==> config.mk <==
export PLATFORM = sky130hd
export DESIGN_NAME = prefix_varint_coeff_decoder
export DESIGN_NICKNAME = d
export VERILOG_FILES = /design/src/pvcd_pkg.sv /design/src/pvcd_rem.sv /design/src/prefix_varint_coeff_decoder.sv
export SDC_FILE = /design/constraint.sdc
export NUM_CORES = 1
export LEC_CHECK = 0
export BUFFER_PORTS_ARGS = -buffer_cell sky130_fd_sc_hd__buf_2
export CORE_UTILIZATION = 55
export DETAILED_ROUTE_END_ITERATION = 8
export PLACE_DENSITY = 0.77
export RECOVER_POWER = 25
export REMOVE_ABC_BUFFERS = 1
export SLEW_MARGIN = 20
export SYNTH_ARGS = -nofsm -noshare
export SYNTH_HDL_FRONTEND = slang
export SYNTH_SLANG_ARGS = --single-unit
export TNS_END_PERCENT = 1
==> constraint.sdc <==
create_clock -name clk -period 5.5 [get_ports clk]
set_clock_uncertainty 0.05 [all_clocks]
set_input_delay 1.1 -clock clk [delete_from_list [all_inputs] [get_ports clk]]
set_output_delay 1.1 -clock clk [all_outputs]
set_load 0.02 [all_outputs]
==> src/pvcd_pkg.sv <==
`timescale 1ns / 1ps
// ----------------------------------------------------------------------------
// pvcd_pkg: shared types and constants of the prefix varint decoder
// Field widths, header and lead byte codes, status codes, register
// indexes and the control structs between the parser and the remainder unit.
// ----------------------------------------------------------------------------
package pvcd_pkg;

  localparam int VALUE_W = 24;
  localparam int MOD_W   = 32;
  localparam int POLY_W  = 8;
  localparam int COEFF_W = 16;
  localparam int CFG_IDX_W = 2;

  // Header layout.
  localparam logic [2:0] HDR_LEN     = 3'd5;
  localparam logic [7:0] HDR_VERSION = 8'h01;
  localparam logic [7:0] HDR_FORMAT  = 8'h03;

  // Lead byte classes.
  localparam logic [7:0] LEAD_ZERO   = 8'h00;
  localparam logic [7:0] LEAD_MASK1  = 8'hC0;
  localparam logic [7:0] LEAD_CODE1  = 8'h80;
  localparam logic [7:0] LEAD_MASK2  = 8'hE0;
  localparam logic [7:0] LEAD_CODE2  = 8'hC0;
  localparam logic [7:0] LEAD_MASK3  = 8'hF0;
  localparam logic [7:0] LEAD_CODE3  = 8'hE0;
  localparam logic [7:0] LEAD_CODE4  = 8'hF0;
  localparam logic [7:0] PAY_MASK1   = 8'h7F;
  localparam logic [7:0] PAY_MASK2   = 8'h3F;
  localparam logic [7:0] PAY_MASK3   = 8'h0F;

  // Register indexes and reset values.
  localparam logic [CFG_IDX_W-1:0] CFG_MODULUS    = 2'd0;
  localparam logic [CFG_IDX_W-1:0] CFG_POLY_COUNT = 2'd1;
  localparam logic [CFG_IDX_W-1:0] CFG_DEGREE     = 2'd2;
  localparam logic [MOD_W-1:0]   MODULUS_RST    = 32'd8380417;
  localparam logic [POLY_W-1:0]  POLY_COUNT_RST = 8'd1;
  localparam logic [COEFF_W-1:0] DEGREE_RST     = 16'd256;

  typedef enum logic [2:0] {
    ST_OK      = 3'd0,
    ST_FORMAT  = 3'd1,
    ST_DIMS    = 3'd2,
    ST_TRUNC   = 3'd3,
    ST_INVALID = 3'd4
  } status_t;

  typedef struct packed {
    logic start;
    logic take;
  } rem_ctrl_t;

  typedef struct packed {
    logic busy;
    logic done;
  } rem_stat_t;

endpackage

==> src/pvcd_rem.sv <==
`timescale 1ns / 1ps
// ----------------------------------------------------------------------------
// pvcd_rem: serial remainder unit
// Restoring division of a 24-bit value by the 32-bit modulus, one quotient
// bit per cycle through a single compare and subtract.
// ----------------------------------------------------------------------------
module pvcd_rem (
  input  logic                        clk,
  input  logic                        rst_n,
  input  pvcd_pkg::rem_ctrl_t         ctrl,
  input  logic [pvcd_pkg::VALUE_W-1:0] dividend,
  input  logic [pvcd_pkg::MOD_W-1:0]   modulus,
  output pvcd_pkg::rem_stat_t         stat,
  output logic [pvcd_pkg::VALUE_W-1:0] remainder
);

  localparam int STEPS = pvcd_pkg::VALUE_W;
  localparam int CNT_W = $clog2(STEPS);
  localparam logic [CNT_W-1:0] LAST_STEP = CNT_W'(STEPS - 1);

  typedef enum logic [1:0] {
    S_IDLE,
    S_RUN,
    S_DONE
  } state_t;

  state_t                       state_r;
  logic [CNT_W-1:0]             cnt_r;
  logic [pvcd_pkg::VALUE_W-1:0] dvd_r;
  logic [pvcd_pkg::VALUE_W-1:0] rem_r;
  logic [pvcd_pkg::VALUE_W-1:0] rem_nxt;
  logic [pvcd_pkg::VALUE_W:0]   shifted;
  logic [pvcd_pkg::MOD_W-1:0]   wide;
  logic [pvcd_pkg::MOD_W-1:0]   diff;

  // The partial remainder never exceeds the dividend prefix, so it fits in
  // 24 bits; a zero modulus always subtracts nothing and passes the value.
  always_comb begin
    shifted = {rem_r, dvd_r[pvcd_pkg::VALUE_W-1]};
    wide    = {{(pvcd_pkg::MOD_W - pvcd_pkg::VALUE_W - 1){1'b0}}, shifted};
    diff    = wide - modulus;
    rem_nxt = (wide >= modulus) ? diff[pvcd_pkg::VALUE_W-1:0]
                                : shifted[pvcd_pkg::VALUE_W-1:0];
  end

  always_ff @(posedge clk) begin
    if (!rst_n) begin
      state_r <= S_IDLE;
      cnt_r   <= '0;
    end else begin
      unique case (state_r)
        S_IDLE: begin
          if (ctrl.start) begin
            dvd_r   <= dividend;
            rem_r   <= '0;
            cnt_r   <= '0;
            state_r <= S_RUN;
          end
        end
        S_RUN: begin
          rem_r <= rem_nxt;
          dvd_r <= {dvd_r[pvcd_pkg::VALUE_W-2:0], 1'b0};
          cnt_r <= cnt_r + 1'b1;
          if (cnt_r == LAST_STEP) begin
            state_r <= S_DONE;
          end
        end
        default: begin
          if (ctrl.take) begin
            state_r <= S_IDLE;
          end
        end
      endcase
    end
  end

  always_comb begin
    stat.busy = (state_r != S_IDLE);
    stat.done = (state_r == S_DONE);
  end

  assign remainder = rem_r;

endmodule

==> src/prefix_varint_coeff_decoder.sv <==
`timescale 1ns / 1ps
// ----------------------------------------------------------------------------
// prefix_varint_coeff_decoder: header check and prefix-length code decoder
// Parses a byte stream into coefficients reduced modulo a configured modulus.
// ----------------------------------------------------------------------------
// Usage. Bytes arrive on the in_ channel, one request per byte, with
// in_end_of_stream set on the last one. Each request yields zero or one result
// request on the out_ channel: a coefficient with its polynomial and
// coefficient index, or a status report with out_final_res set.
// Timing. A byte that does not finish a code, or that gives an error or
// header report, leaves its report (if any) in the output register on the
// next cycle. A byte that completes a coefficient starts the serial
// remainder unit, which retires one quotient bit a cycle; the next byte is
// taken only once the unit's result has moved into the output register.
// Stalls. While out_stall holds a result in the output register, in_stall is
// raised as well; no result is ever dropped or repeated.
// Reset. rst_n, synchronous and active low, clears the parser and restores the
// register defaults (modulus 8380417, one polynomial, degree 256). Writes on
// the cfg_ port are meant for idle periods only.
// ----------------------------------------------------------------------------
module prefix_varint_coeff_decoder (
  input  logic                          clk,
  input  logic                          rst_n,
  // configuration write port
  input  logic                          cfg_we,
  input  logic [pvcd_pkg::CFG_IDX_W-1:0] cfg_index,
  input  logic [pvcd_pkg::MOD_W-1:0]     cfg_wdata,
  // byte input channel
  input  logic                          in_valid,
  output logic                          in_stall,
  input  logic [7:0]                    in_data_byte,
  input  logic                          in_end_of_stream,
  // result channel
  output logic                          out_valid,
  input  logic                          out_stall,
  output logic [pvcd_pkg::VALUE_W-1:0]   out_coefficient,
  output logic [pvcd_pkg::POLY_W-1:0]    out_poly_index,
  output logic [pvcd_pkg::COEFF_W-1:0]   out_coeff_index,
  output logic [2:0]                    out_status,
  output logic                          out_final_res
);

  // Configuration registers.
  logic [pvcd_pkg::MOD_W-1:0]   modulus_r;
  logic [pvcd_pkg::POLY_W-1:0]  poly_count_r;
  logic [pvcd_pkg::COEFF_W-1:0] degree_r;

  always_ff @(posedge clk) begin
    if (!rst_n) begin
      modulus_r    <= pvcd_pkg::MODULUS_RST;
      poly_count_r <= pvcd_pkg::POLY_COUNT_RST;
      degree_r     <= pvcd_pkg::DEGREE_RST;
    end else if (cfg_we) begin
      unique case (cfg_index)
        pvcd_pkg::CFG_MODULUS:    modulus_r    <= cfg_wdata;
        pvcd_pkg::CFG_POLY_COUNT: poly_count_r <= cfg_wdata[pvcd_pkg::POLY_W-1:0];
        pvcd_pkg::CFG_DEGREE:     degree_r     <= cfg_wdata[pvcd_pkg::COEFF_W-1:0];
        default: ;
      endcase
    end
  end

  // Parser state.
  logic [2:0]                   header_pos_r, header_pos_nxt;
  logic [7:0]                   hdr_high_r, hdr_high_nxt;
  logic [1:0]                   bytes_pending_r, bytes_pending_nxt;
  logic [pvcd_pkg::VALUE_W-1:0] value_accum_r, value_accum_nxt;
  logic [pvcd_pkg::POLY_W-1:0]  cur_poly_r, cur_poly_nxt;
  logic [pvcd_pkg::COEFF_W-1:0] cur_coeff_r, cur_coeff_nxt;
  logic                         halted_r, halted_nxt;
  logic                         fmt_bad_r, fmt_bad_nxt;
  logic                         dims_bad_r, dims_bad_nxt;

  // Result control of the byte being taken.
  logic                         res_now;
  logic                         res_div;
  pvcd_pkg::status_t            res_status;
  logic                         res_final;
  logic [pvcd_pkg::VALUE_W-1:0] code_value;
  logic                         invalid_lead;

  logic [pvcd_pkg::COEFF_W:0]   next_coeff;
  logic [pvcd_pkg::POLY_W:0]    next_poly;
  logic                         wraps;
  logic                         last_coeff;

  logic                         in_accept;
  logic                         out_free;

  pvcd_pkg::rem_ctrl_t          rem_ctl;
  pvcd_pkg::rem_stat_t          rem_stat;
  logic [pvcd_pkg::VALUE_W-1:0] rem_value;

  // Output register.
  logic                         out_valid_r;
  logic [pvcd_pkg::VALUE_W-1:0] out_coef_r;
  logic [pvcd_pkg::POLY_W-1:0]  out_poly_r;
  logic [pvcd_pkg::COEFF_W-1:0] out_cidx_r;
  pvcd_pkg::status_t            out_status_r;
  logic                         out_final_r;

  // Indices of a coefficient waiting on the remainder unit.
  logic [pvcd_pkg::POLY_W-1:0]  pend_poly_r;
  logic [pvcd_pkg::COEFF_W-1:0] pend_cidx_r;
  logic                         pend_final_r;

  assign out_free  = !out_valid_r || !out_stall;
  assign in_stall  = rem_stat.busy || !out_free;
  assign in_accept = in_valid && !in_stall;

  // A lowered degree can leave the index at or past degree, hence the
  // compare rather than an equality test.
  assign next_coeff = {1'b0, cur_coeff_r} + 1'b1;
  assign next_poly  = {1'b0, cur_poly_r} + 1'b1;
  assign wraps      = next_coeff >= {1'b0, degree_r};
  assign last_coeff = wraps && (next_poly >= {1'b0, poly_count_r});

  always_comb begin
    header_pos_nxt    = header_pos_r;
    hdr_high_nxt      = hdr_high_r;
    bytes_pending_nxt = bytes_pending_r;
    value_accum_nxt   = value_accum_r;
    cur_poly_nxt      = cur_poly_r;
    cur_coeff_nxt     = cur_coeff_r;
    halted_nxt        = halted_r;
    fmt_bad_nxt       = fmt_bad_r;
    dims_bad_nxt      = dims_bad_r;
    res_now           = 1'b0;
    res_div           = 1'b0;
    res_status        = pvcd_pkg::ST_OK;
    res_final         = 1'b0;
    code_value        = value_accum_r;
    invalid_lead      = 1'b0;

    if (halted_r) begin
      // Bytes after a final result are dropped until the stream ends.
    end else if (header_pos_r < pvcd_pkg::HDR_LEN) begin
      header_pos_nxt = header_pos_r + 1'b1;
      unique case (header_pos_r)
        3'd0: if (in_data_byte != pvcd_pkg::HDR_VERSION) fmt_bad_nxt = 1'b1;
        3'd1: if (in_data_byte != pvcd_pkg::HDR_FORMAT) fmt_bad_nxt = 1'b1;
        3'd2: if (in_data_byte != poly_count_r) dims_bad_nxt = 1'b1;
        3'd3: hdr_high_nxt = in_data_byte;
        default: if ({hdr_high_r, in_data_byte} != degree_r) dims_bad_nxt = 1'b1;
      endcase
      if (header_pos_r != pvcd_pkg::HDR_LEN - 1'b1) begin
        if (in_end_of_stream) begin
          res_now    = 1'b1;
          res_status = pvcd_pkg::ST_TRUNC;
          res_final  = 1'b1;
        end
      end else if (fmt_bad_nxt) begin
        res_now    = 1'b1;
        res_status = pvcd_pkg::ST_FORMAT;
        res_final  = 1'b1;
      end else if (dims_bad_nxt) begin
        res_now    = 1'b1;
        res_status = pvcd_pkg::ST_DIMS;
        res_final  = 1'b1;
      end else if (poly_count_r == '0 || degree_r == '0) begin
        res_now    = 1'b1;
        res_status = pvcd_pkg::ST_OK;
        res_final  = 1'b1;
      end else if (in_end_of_stream) begin
        res_now    = 1'b1;
        res_status = pvcd_pkg::ST_TRUNC;
        res_final  = 1'b1;
      end
    end else begin
      if (bytes_pending_r == 2'd0) begin
        if (in_data_byte == pvcd_pkg::LEAD_ZERO) begin
          code_value = '0;
        end else if ((in_data_byte & pvcd_pkg::LEAD_MASK1) == pvcd_pkg::LEAD_CODE1) begin
          code_value = {16'd0, in_data_byte & pvcd_pkg::PAY_MASK1};
        end else if ((in_data_byte & pvcd_pkg::LEAD_MASK2) == pvcd_pkg::LEAD_CODE2) begin
          code_value        = {16'd0, in_data_byte & pvcd_pkg::PAY_MASK2};
          bytes_pending_nxt = 2'd1;
        end else if ((in_data_byte & pvcd_pkg::LEAD_MASK3) == pvcd_pkg::LEAD_CODE3) begin
          code_value        = {16'd0, in_data_byte & pvcd_pkg::PAY_MASK3};
          bytes_pending_nxt = 2'd2;
        end else if (in_data_byte == pvcd_pkg::LEAD_CODE4) begin
          code_value        = '0;
          bytes_pending_nxt = 2'd3;
        end else begin
          invalid_lead = 1'b1;
        end
      end else begin
        code_value        = {value_accum_r[pvcd_pkg::VALUE_W-9:0], in_data_byte};
        bytes_pending_nxt = bytes_pending_r - 1'b1;
      end

      if (invalid_lead) begin
        res_now    = 1'b1;
        res_status = pvcd_pkg::ST_INVALID;
        res_final  = 1'b1;
      end else begin
        value_accum_nxt = code_value;
        if (bytes_pending_nxt != 2'd0) begin
          if (in_end_of_stream) begin
            res_now    = 1'b1;
            res_status = pvcd_pkg::ST_TRUNC;
            res_final  = 1'b1;
          end
        end else if (in_end_of_stream && !last_coeff) begin
          res_now    = 1'b1;
          res_status = pvcd_pkg::ST_TRUNC;
          res_final  = 1'b1;
        end else begin
          res_div   = 1'b1;
          res_final = last_coeff;
          if (!last_coeff) begin
            value_accum_nxt = '0;
            if (wraps) begin
              cur_coeff_nxt = '0;
              cur_poly_nxt  = next_poly[pvcd_pkg::POLY_W-1:0];
            end else begin
              cur_coeff_nxt = next_coeff[pvcd_pkg::COEFF_W-1:0];
            end
          end
        end
      end
    end

    if (res_final && !in_end_of_stream) begin
      halted_nxt = 1'b1;
    end

    // The end of the stream returns the parser to its reset state.
    if (in_end_of_stream) begin
      header_pos_nxt    = '0;
      hdr_high_nxt      = '0;
      bytes_pending_nxt = '0;
      value_accum_nxt   = '0;
      cur_poly_nxt      = '0;
      cur_coeff_nxt     = '0;
      halted_nxt        = 1'b0;
      fmt_bad_nxt       = 1'b0;
      dims_bad_nxt      = 1'b0;
    end
  end

  always_ff @(posedge clk) begin
    if (!rst_n) begin
      header_pos_r    <= '0;
      hdr_high_r      <= '0;
      bytes_pending_r <= '0;
      value_accum_r   <= '0;
      cur_poly_r      <= '0;
      cur_coeff_r     <= '0;
      halted_r        <= 1'b0;
      fmt_bad_r       <= 1'b0;
      dims_bad_r      <= 1'b0;
    end else if (in_accept) begin
      header_pos_r    <= header_pos_nxt;
      hdr_high_r      <= hdr_high_nxt;
      bytes_pending_r <= bytes_pending_nxt;
      value_accum_r   <= value_accum_nxt;
      cur_poly_r      <= cur_poly_nxt;
      cur_coeff_r     <= cur_coeff_nxt;
      halted_r        <= halted_nxt;
      fmt_bad_r       <= fmt_bad_nxt;
      dims_bad_r      <= dims_bad_nxt;
    end
  end

  // The remainder unit does the modular reduction of the block. Its result is
  // taken as soon as the output register has room.
  always_comb begin
    rem_ctl.start = in_accept && res_div;
    rem_ctl.take  = rem_stat.done && out_free;
  end

  pvcd_rem u_rem (
    .clk       (clk),
    .rst_n     (rst_n),
    .ctrl      (rem_ctl),
    .dividend  (code_value),
    .modulus   (modulus_r),
    .stat      (rem_stat),
    .remainder (rem_value)
  );

  always_ff @(posedge clk) begin
    if (rem_ctl.start) begin
      pend_poly_r  <= cur_poly_r;
      pend_cidx_r  <= cur_coeff_r;
      pend_final_r <= res_final;
    end
  end

  always_ff @(posedge clk) begin
    if (!rst_n) begin
      out_valid_r <= 1'b0;
    end else if (in_accept && res_now) begin
      out_valid_r  <= 1'b1;
      out_coef_r   <= '0;
      out_poly_r   <= cur_poly_r;
      out_cidx_r   <= cur_coeff_r;
      out_status_r <= res_status;
      out_final_r  <= res_final;
    end else if (rem_ctl.take) begin
      out_valid_r  <= 1'b1;
      out_coef_r   <= rem_value;
      out_poly_r   <= pend_poly_r;
      out_cidx_r   <= pend_cidx_r;
      out_status_r <= pvcd_pkg::ST_OK;
      out_final_r  <= pend_final_r;
    end else if (!out_stall) begin
      out_valid_r <= 1'b0;
    end
  end

  assign out_valid       = out_valid_r;
  assign out_coefficient = out_coef_r;
  assign out_poly_index  = out_poly_r;
  assign out_coeff_index = out_cidx_r;
  assign out_status      = out_status_r;
  assign out_final_res   = out_final_r;

`ifndef SYNTHESIS
  // A started division must occupy the remainder unit on the next cycle.
  a_rem_runs: assert property (@(posedge clk) disable iff (!rst_n)
    rem_ctl.start |=> rem_stat.busy)
    else $error("remainder unit did not start");

  // Halting happens only once the header has been consumed.
  a_halt_after_header: assert property (@(posedge clk) disable iff (!rst_n)
    halted_r |-> (header_pos_r == pvcd_pkg::HDR_LEN))
    else $error("halted inside the header");

  // Continuation bytes are only expected in the body.
  a_pending_in_body: assert property (@(posedge clk) disable iff (!rst_n)
    (bytes_pending_r != 2'd0) |-> (header_pos_r == pvcd_pkg::HDR_LEN))
    else $error("continuation pending inside the header");

  // Every error report closes the decode.
  a_error_is_final: assert property (@(posedge clk) disable iff (!rst_n)
    (out_valid_r && (out_status_r != pvcd_pkg::ST_OK)) |-> out_final_r)
    else $error("error report without final mark");
`endif

endmodule

==> results.py, run 1 <==
metrics = {
    "critical_path": {
        "critical_path.reg2reg.endpoint": "out_coeff_index[12]",
        "critPathRequiredTime_ns": 5.71,
        "cp-end-kind": "flop",
        "critical_setup_path_kind": "reg -> reg",
        "timing.critical_path.from": "cur_coeff_r[0]",
        "r2r_slack_ns": 0.93,
        "worst_r2r_path_depth": 17,
        "crit_path_max_fanout": 52,
        "cp.arrival_ns": 4.78,
        "timing.rr.start": "cur_coeff_r[0]",
        "timing.critical_path.to": "out_coeff_index[12]",
        "startpoint_type": "flop",
    },
    "logic_synthesis": {
        "ys_warn_count": 0,
        "synth_top_family_by_area": "simple AND/OR/NAND/NOR gates",
        "synth_async_sr_flop_share": 0,
        "synth.most_common_cell": "sky130_fd_sc_hd__nor2_1",
        "part_of_the_yosys_area_used_for_sequential_elements": 0.491,
        "yosys.area_share.xor_xnor": 0.0429,
        "post_synth_inst_count": 1318,
        "post_synth_edffs": 125,
        "syn-mean-instance-area_um2": 9.77,
        "synthDistinctLibCells": 77,
        "synth_area_leader_cell": "sky130_fd_sc_hd__edfxtp_1",
        "yosys.area.top_type_share": 0.292,
        "ys_top_cells_by_count": "sky130_fd_sc_hd__nor2_1, sky130_fd_sc_hd__nand2_1, sky130_fd_sc_hd__dfxtp_1",
        "synth.cell_area_um2": 12900,
        "yosys.area_share.simple": 0.172,
        "synth_flop_cell": "sky130_fd_sc_hd__dfxtp_1",
        "synthAdderAreaFrac": 0.0569,
        "largest_cells_by_area_after_synthesis": "sky130_fd_sc_hd__edfxtp_1, sky130_fd_sc_hd__dfxtp_1, sky130_fd_sc_hd__ha_1",
        "compound_cell_area_share_of_the_yosys_netlist": 0.145,
        "yosys_register_bits": 253,
        "synth_mux_area_frac": 0.0490,
    },
    "run_status": {
        "outcome": "finished, violations left",
        "violations": "capacitance limit, slew limit",
    },
    "clock_network": {
        "tritoncts.num_buffers": 27,
        "clk_transition_reported_paths_ns": 0.06,
        "htree_num_levels": 1,
        "cts_num_sinks": 253,
        "max-clock-path-buffers": 3,
        "cts_root_cell": "sky130_fd_sc_hd__clkbuf_16",
        "number_of_gates_resized_after_cts": 0,
        "worst_skew_pair.late_latency_ns": 0.54,
        "cts-hold-fix-buffers": 0,
        "postCtsSetupRepairBufs": 0,
        "cts_tree": "done",
    },
    "cells_and_area": {
        "drive_gt1_frac": 0.110,
        "areaGrowthSynthToFinish_pct": 11.9,
        "antenna-diode-count": 0,
        "final_nets": 1500,
        "post-route-util": 0.633,
        "final_design_area_no_fill_um2": 14400,
    },
    "placement": {
        "port_buffers": 101,
        "dpl_cell_area_um2": 13600,
        "dp_hpwl_mm": 21.2,
        "pre_cts_ws_ns": 0.984,
        "gp_routability_congestion": 0.940,
    },
    "sta": {
        "tightestPinTransition_ns": 2.06,
        "finalHoldViolations": 0,
        "finalSetupViolations": 0,
        "maxSlewViolCount": 44,
        "timing.fmax_mhz": 219,
        "whs_ns": 0.404,
        "grt_setup_unrepaired": "false",
        "min_setup_slack_post_route_ns": 0.933,
        "period_share": 0.830,
        "final_min_period_ns": 4.57,
        "max_slew_margin": -0.375,
    },
    "die": {
        "floorplan.io_pins": 102,
        "start_util": 0.565,
        "die_height_um": 155,
        "floorplan.core_area_um2": 22800,
        "fp.dieArea_um2": 24000,
        "row_count": 55,
        "die_w_um": 155,
    },
    "grt": {
        "grtUsageTotal": 0.260,
        "first_pass_grt_wire_length_mm": 50.1,
        "largest_net_degree_at_the_start_of_global_routing": 53,
        "grt-ovfl-total": 0,
        "grt_antenna_before_repair": 0,
        "grt_pass1_vias": 9945,
    },
    "routing": {
        "via_per_inst": 5.92,
        "remaining_drc_errors": 0,
        "detail_route.wl_per_cell_um": 17.9,
        "drt.antenna.violating_nets": 0,
        "drt_first_iter_violations": 733,
        "num_vias": 10200,
        "route.final.wire_length_mm": 30.9,
        "drtPass1Iterations": 5,
    },
    "job": {
        "max_cap_viol_count": 1,
    },
    "pwr": {
        "power.ir.vdd_worst_v": 0.000268,
        "total_power_w": 0.00418,
        "power_density_nw_per_um2": 290,
        "total_leakage_power_nw": 5.36,
    },
    "hold_path": {
        "hold_class": "reg -> reg",
    },
}
[cells by family after synthesis]
family                     count (synthesis)
adders and majority gates                 58
DFF                                      253
xor gates and xnor gates                  63
and+or+nand+nor                          467
AOI/OAI and AO/OA                        283
muxes                                     60
buffers and inverters                    134
[cell type report]
class / count / area, um^2
clock buffers: 39 / 781
clock inverters: 10 / 97.6
fillers: 1832 / 8370
inverters: 67 / 251
multi-input cells: 931 / 6010
flip-flops and latches: 253 / 6320
well taps: 313 / 392
repair buffers: 114 / 561
[power by group]
group | leakage [nW] | switching, W | internal (W)
clock | 0.431 | 0.000723 | 0.00107
combinational | 2.72 | 0.000229 | 0.000136
sequential | 2.20 | 0.0000233 | 0.00200
[layout by cell type, fill, tap and decap left out, types with 16 or more instances in the layout]
master / count
sky130_fd_sc_hd__a21oi_1: 104
sky130_fd_sc_hd__a221oi_1: 22
sky130_fd_sc_hd__a22oi_1: 33
sky130_fd_sc_hd__and2_1: 26
sky130_fd_sc_hd__buf_2: 59
sky130_fd_sc_hd__clkbuf_1: 52
sky130_fd_sc_hd__clkbuf_16: 27
sky130_fd_sc_hd__dfxtp_1: 128
sky130_fd_sc_hd__edfxtp_1: 125
sky130_fd_sc_hd__ha_1: 57
sky130_fd_sc_hd__inv_1: 67
sky130_fd_sc_hd__mux2i_1: 36
sky130_fd_sc_hd__nand2_1: 140
sky130_fd_sc_hd__nand3_1: 34
sky130_fd_sc_hd__nand4_1: 17
sky130_fd_sc_hd__nor2_1: 147
sky130_fd_sc_hd__o211ai_1: 17
sky130_fd_sc_hd__o21ai_0: 37
sky130_fd_sc_hd__or3_1: 18
sky130_fd_sc_hd__xnor2_1: 47
sky130_fd_sc_hd__xor2_1: 16
[registers in the layout, summed over array words and instances (netlist names), 5 cells and up]
register         cells
cur_coeff_r         16
cur_poly_r           8
degree_r            16
hdr_high_r           8
modulus_r           32
out_coeff_index     16
out_coefficient     24
out_poly_index       8
pend_cidx_r         16
pend_poly_r          8
poly_count_r         8
u_rem.cnt_r          5
u_rem.dvd_r         24
u_rem.remainder     24
value_accum_r       24
[worst min-delay path by stage]
stage                    endpoint  cells after the start  slack, ns     startpoint
finish              modulus_r[25]                      2       0.40  modulus_r[25]
global route         modulus_r[7]                      2       0.43   modulus_r[7]
CTS                  modulus_r[4]                      2       0.40   modulus_r[4]
detailed placement  modulus_r[26]                      2       0.40  modulus_r[26]
global placement    modulus_r[26]                      2       0.39  modulus_r[26]
floorplan           modulus_r[31]                      2       0.38  modulus_r[31]
[metal layers]
layer / GRT usage / vias up / part of all wire
li1: - / 4894 / -
met1: 0.331 / 4864 / 0.42
met2: 0.444 / 389 / 0.48
met3: 0.0407 / 71 / 0.068
met4: 0.100 / 0 / 0.034
met5: 0 / - / 0
[through the flow]
| stage | TNS, ns | std cells |
|---|---|---|
| after floorplan | -45.96 | 1251 |
| final | 0 | 1727 |
| after global placement | 0 | 1678 |
| after CTS | 0 | 1727 |
| after global routing | 0 | 1727 |
| after detailed placement | 0 | 1678 |
[critical path: stages (launching register included)]
cell and delay, ns:
sky130_fd_sc_hd__dfxtp_1 0.42, sky130_fd_sc_hd__ha_1 0.25, sky130_fd_sc_hd__and3_1 0.23, sky130_fd_sc_hd__nand3_2 0.15, sky130_fd_sc_hd__nor2_4 0.20, sky130_fd_sc_hd__nand3_1 0.18
sky130_fd_sc_hd__inv_1 0.10, sky130_fd_sc_hd__nand3_1 0.13, sky130_fd_sc_hd__xnor2_1 0.16, sky130_fd_sc_hd__ha_1 0.27, sky130_fd_sc_hd__nand3_1 0.08, sky130_fd_sc_hd__nor2_1 0.12
sky130_fd_sc_hd__o21ai_0 0.14, sky130_fd_sc_hd__o211a_2 0.30, sky130_fd_sc_hd__or3_1 0.41, sky130_fd_sc_hd__o211ai_4 0.13, sky130_fd_sc_hd__buf_4 0.54, sky130_fd_sc_hd__mux2_2 0.41
Note: power is estimated with default switching activity, not from simulation.
==> run 2, diff against run 1 <==
--- a/config.mk
+++ b/config.mk
@@ -5,10 +5,11 @@
 export SDC_FILE = /design/constraint.sdc
 export NUM_CORES = 1
 export LEC_CHECK = 0
+export ABC_AREA = 1
 export BUFFER_PORTS_ARGS = -buffer_cell sky130_fd_sc_hd__buf_2
-export CORE_UTILIZATION = 55
+export CORE_UTILIZATION = 60
 export DETAILED_ROUTE_END_ITERATION = 8
-export PLACE_DENSITY = 0.77
+export PLACE_DENSITY = 0.8
 export RECOVER_POWER = 25
 export REMOVE_ABC_BUFFERS = 1
 export SLEW_MARGIN = 20
==> constraint.sdc (replaced) <==
create_clock -name clk -period 4.3 [get_ports clk]
set_clock_uncertainty 0.05 [all_clocks]
set_input_delay 0.86 -clock clk [delete_from_list [all_inputs] [get_ports clk]]
set_output_delay 0.86 -clock clk [all_outputs]
set_load 0.02 [all_outputs]
==> run 2 against run 1 <==
The flow still finishes with violations (capacitance limit, slew limit). Maximum frequency increased by 19%. Critical path depth grew 6. Critical endpoint is now value_accum_r[13]. Clock-buffer cell count shrank 1. Flip-flop and latch count unchanged. Utilization rose by 4.9 points. Clock power increased by 30%. Power rose by 35%. Combinational power increased by 90%. Non-clock buffer count up 1. Synthesized cell count rose by 26%. Global-route usage increased by 2.3 points. Largest cell class unchanged. First-iteration DRC count increased by 24%.
==> results.py, run 2 <==
metrics = {
    "run_status": {
        "outcome": "finished, violations left",
        "violations": "capacitance limit, slew limit",
    },
    "die": {
        "die_height_um": 151,
        "floorplan.io_pins": 102,
        "fp.dieArea_um2": 22800,
        "die_w_um": 151,
        "start_util": 0.611,
        "row_count": 54,
        "floorplan.core_area_um2": 21800,
    },
    "routing": {
        "via_per_inst": 5.66,
        "drtPass1Iterations": 5,
        "num_vias": 11500,
        "remaining_drc_errors": 0,
        "drt.antenna.violating_nets": 0,
        "detail_route.wl_per_cell_um": 15.6,
        "drt_first_iter_violations": 907,
        "route.final.wire_length_mm": 31.8,
    },
    "clock_network": {
        "tritoncts.num_buffers": 27,
        "cts_root_cell": "sky130_fd_sc_hd__clkbuf_16",
        "htree_num_levels": 1,
        "cts_num_sinks": 253,
        "cts-hold-fix-buffers": 0,
        "clk_transition_reported_paths_ns": 0.06,
        "cts_tree": "done",
        "worst_skew_pair.late_latency_ns": 0.53,
        "postCtsSetupRepairBufs": 0,
        "number_of_gates_resized_after_cts": 0,
        "max-clock-path-buffers": 3,
    },
    "logic_synthesis": {
        "yosys.area.top_type_share": 0.282,
        "yosys.area_share.simple": 0.192,
        "post_synth_inst_count": 1658,
        "synth.most_common_cell": "sky130_fd_sc_hd__nand2_1",
        "yosys_register_bits": 253,
        "ys_top_cells_by_count": "sky130_fd_sc_hd__nand2_1, sky130_fd_sc_hd__inv_1, sky130_fd_sc_hd__a21oi_1",
        "syn-mean-instance-area_um2": 8.04,
        "synthDistinctLibCells": 46,
        "part_of_the_yosys_area_used_for_sequential_elements": 0.474,
        "synth_area_leader_cell": "sky130_fd_sc_hd__edfxtp_1",
        "synth_flop_cell": "sky130_fd_sc_hd__dfxtp_1",
        "ys_warn_count": 0,
        "largest_cells_by_area_after_synthesis": "sky130_fd_sc_hd__edfxtp_1, sky130_fd_sc_hd__dfxtp_1, sky130_fd_sc_hd__nand2_1",
        "synth_async_sr_flop_share": 0,
        "synthAdderAreaFrac": 0.0550,
        "yosys.area_share.xor_xnor": 0.0315,
        "post_synth_edffs": 125,
        "synth.cell_area_um2": 13300,
        "synth_mux_area_frac": 0,
        "compound_cell_area_share_of_the_yosys_netlist": 0.163,
        "synth_top_family_by_area": "simple AND/OR/NAND/NOR gates",
    },
    "cells_and_area": {
        "largest_reg_flops": 32,
        "areaGrowthSynthToFinish_pct": 11.5,
        "final_design_area_no_fill_um2": 14900,
        "drive_gt1_frac": 0.0848,
        "post-route-util": 0.681,
        "register_containing_the_most_flip_flops_in_the_final_layout": "modulus_r",
        "final_nets": 1843,
        "mostFrequentLayoutCells": "sky130_fd_sc_hd__nand2_1, sky130_fd_sc_hd__inv_1, sky130_fd_sc_hd__a21oi_1",
        "layout.cells.most_common": "sky130_fd_sc_hd__nand2_1",
        "antenna-diode-count": 0,
    },
    "grt": {
        "grt_antenna_before_repair": 0,
        "grt_pass1_vias": 10800,
        "largest_net_degree_at_the_start_of_global_routing": 75,
        "first_pass_grt_wire_length_mm": 51.8,
        "grtUsageTotal": 0.283,
        "grt-ovfl-total": 0,
    },
    "pwr": {
        "power_density_nw_per_um2": 381,
        "total_leakage_power_nw": 6.36,
        "power.ir.vdd_worst_v": 0.000308,
    },
    "critical_path": {
        "cp_num_buf_inv": 2,
        "timing.rr.start": "cur_coeff_r[0]",
        "cp_cell_sequence": "ha_1 > nand3_2 > nor2_2 > nand2_1 > nor2_1 > nand2_1 > xor2_1 > ha_1 > nand2_1 > nor2_1 > nand2_1 > nor2_1 > a21oi_1 > nand2_1 > nor2_2 > nand2_1 > nand2_1 > nand2_1 > nand2_1 > nand2_4 > inv_2 > buf_4 > nor3_1",
        "startpoint_type": "flop",
        "critical_path.reg2reg.endpoint": "value_accum_r[13]",
        "crit_path_largest_cell_delay_ns": 0.44,
        "critical_setup_path_kind": "reg -> reg",
        "cp-end-kind": "flop",
        "critPathRequiredTime_ns": 4.64,
        "cp.arrival_ns": 4.17,
        "path_delay_family": "simple AND/OR/NAND/NOR gates",
        "timing.critical_path.from": "cur_coeff_r[0]",
        "cpMaxStageDelayCell": "sky130_fd_sc_hd__dfxtp_1",
        "crit_path_frequent_cell": "sky130_fd_sc_hd__nand2_1",
        "crit_path_max_fanout": 24,
        "r2r_slack_ns": 0.47,
        "worst_r2r_path_depth": 23,
    },
    "placement": {
        "dpl_cell_area_um2": 14000,
        "gp_routability_congestion": 0.952,
        "dp_hpwl_mm": 22.0,
        "port_buffers": 101,
    },
    "hold_path": {
        "hold_end": "pend_cidx_r[11]",
        "hold_class": "reg -> reg",
        "hold_depth": 0,
        "holdCritStartpoint": "cur_coeff_r[11]",
    },
    "sta": {
        "grt_setup_unrepaired": "false",
        "final_min_period_ns": 3.83,
        "tightestPinTransition_ns": 2.44,
        "finalHoldViolations": 0,
        "period_share": 0.891,
        "max_slew_margin": -0.626,
        "fin_setup_tns_ns": 0,
        "timing.fmax_mhz": 261,
        "maxSlewViolCount": 60,
        "finalSetupViolations": 0,
    },
    "job": {
        "max_cap_viol_count": 1,
    },
}
[run 2: cells by family after synthesis]
family | Yosys count
AO/OA/AOI/OAI | 409
XOR/XNOR | 48
adder cells (fa/ha/maj) | 58
buffers and inverters | 286
flip-flops | 253
AND/OR/NAND/NOR | 604
[run 2: worst max path at each step]
stage                                    end  slack (ns)  cells past startpoint
final                      value_accum_r[13]        0.47                     23
after floorplan               u_rem.dvd_r[0]       -2.06                      4
after CTS                  value_accum_r[13]        0.48                     23
after detailed placement   value_accum_r[13]        0.50                     23
after global routing      out_coefficient[0]        0.09                     25
after global placement      value_accum_r[0]        0.74                     23
[run 2: report_power, final]
part           leakage (nW)  total [W]  internal, W  switching [W]
clock                 0.430    0.00232      0.00140       0.000923
combinational          3.72   0.000694     0.000225       0.000469
sequential             2.21    0.00265      0.00260      0.0000465
[run 2: through the flow]
stage          cells  power, W  setup slack [ns]  hold WS [ns]
5_1_grt         2037   0.00587            0.0933         0.430
4_1_cts         2037   0.00568             0.484         0.403
3_5_place_dp    1988   0.00338             0.503         0.391
6_report        2037   0.00566             0.468         0.403
3_3_place_gp    1988   0.00336             0.744         0.393
2_1_floorplan   1593   0.00316             -2.06         0.380
[run 2: area by class of cell]
type	instances	area [um^2]
fillers	1779	6960
flip-flops and latches	253	6320
multi-input cells	1119	5910
inverters	221	830
clock buffers	38	757
repair buffers	115	577
well taps	280	350
clock inverters	11	128
[run 2: metal layers]
layer / wire length [um] / track usage / vias up
li1: - / - / 5693
met1: 13800 / 0.384 / 5336
met2: 14800 / 0.467 / 434
met3: 2230 / 0.0289 / 74
met4: 949 / 0.105 / 0
met5: 0 / 0 / -
[run 2: worst register-to-register path: cells and delay by family (launching register included)]
family	cells	cell delay, ns
flip-flops	1	0.44
buffers and inverters	2	0.57
AND/OR/NAND/NOR	17	1.75
adder cells (fa/ha/maj)	2	0.56
XOR/XNOR	1	0.24
AO/OA/AOI/OAI	1	0.11
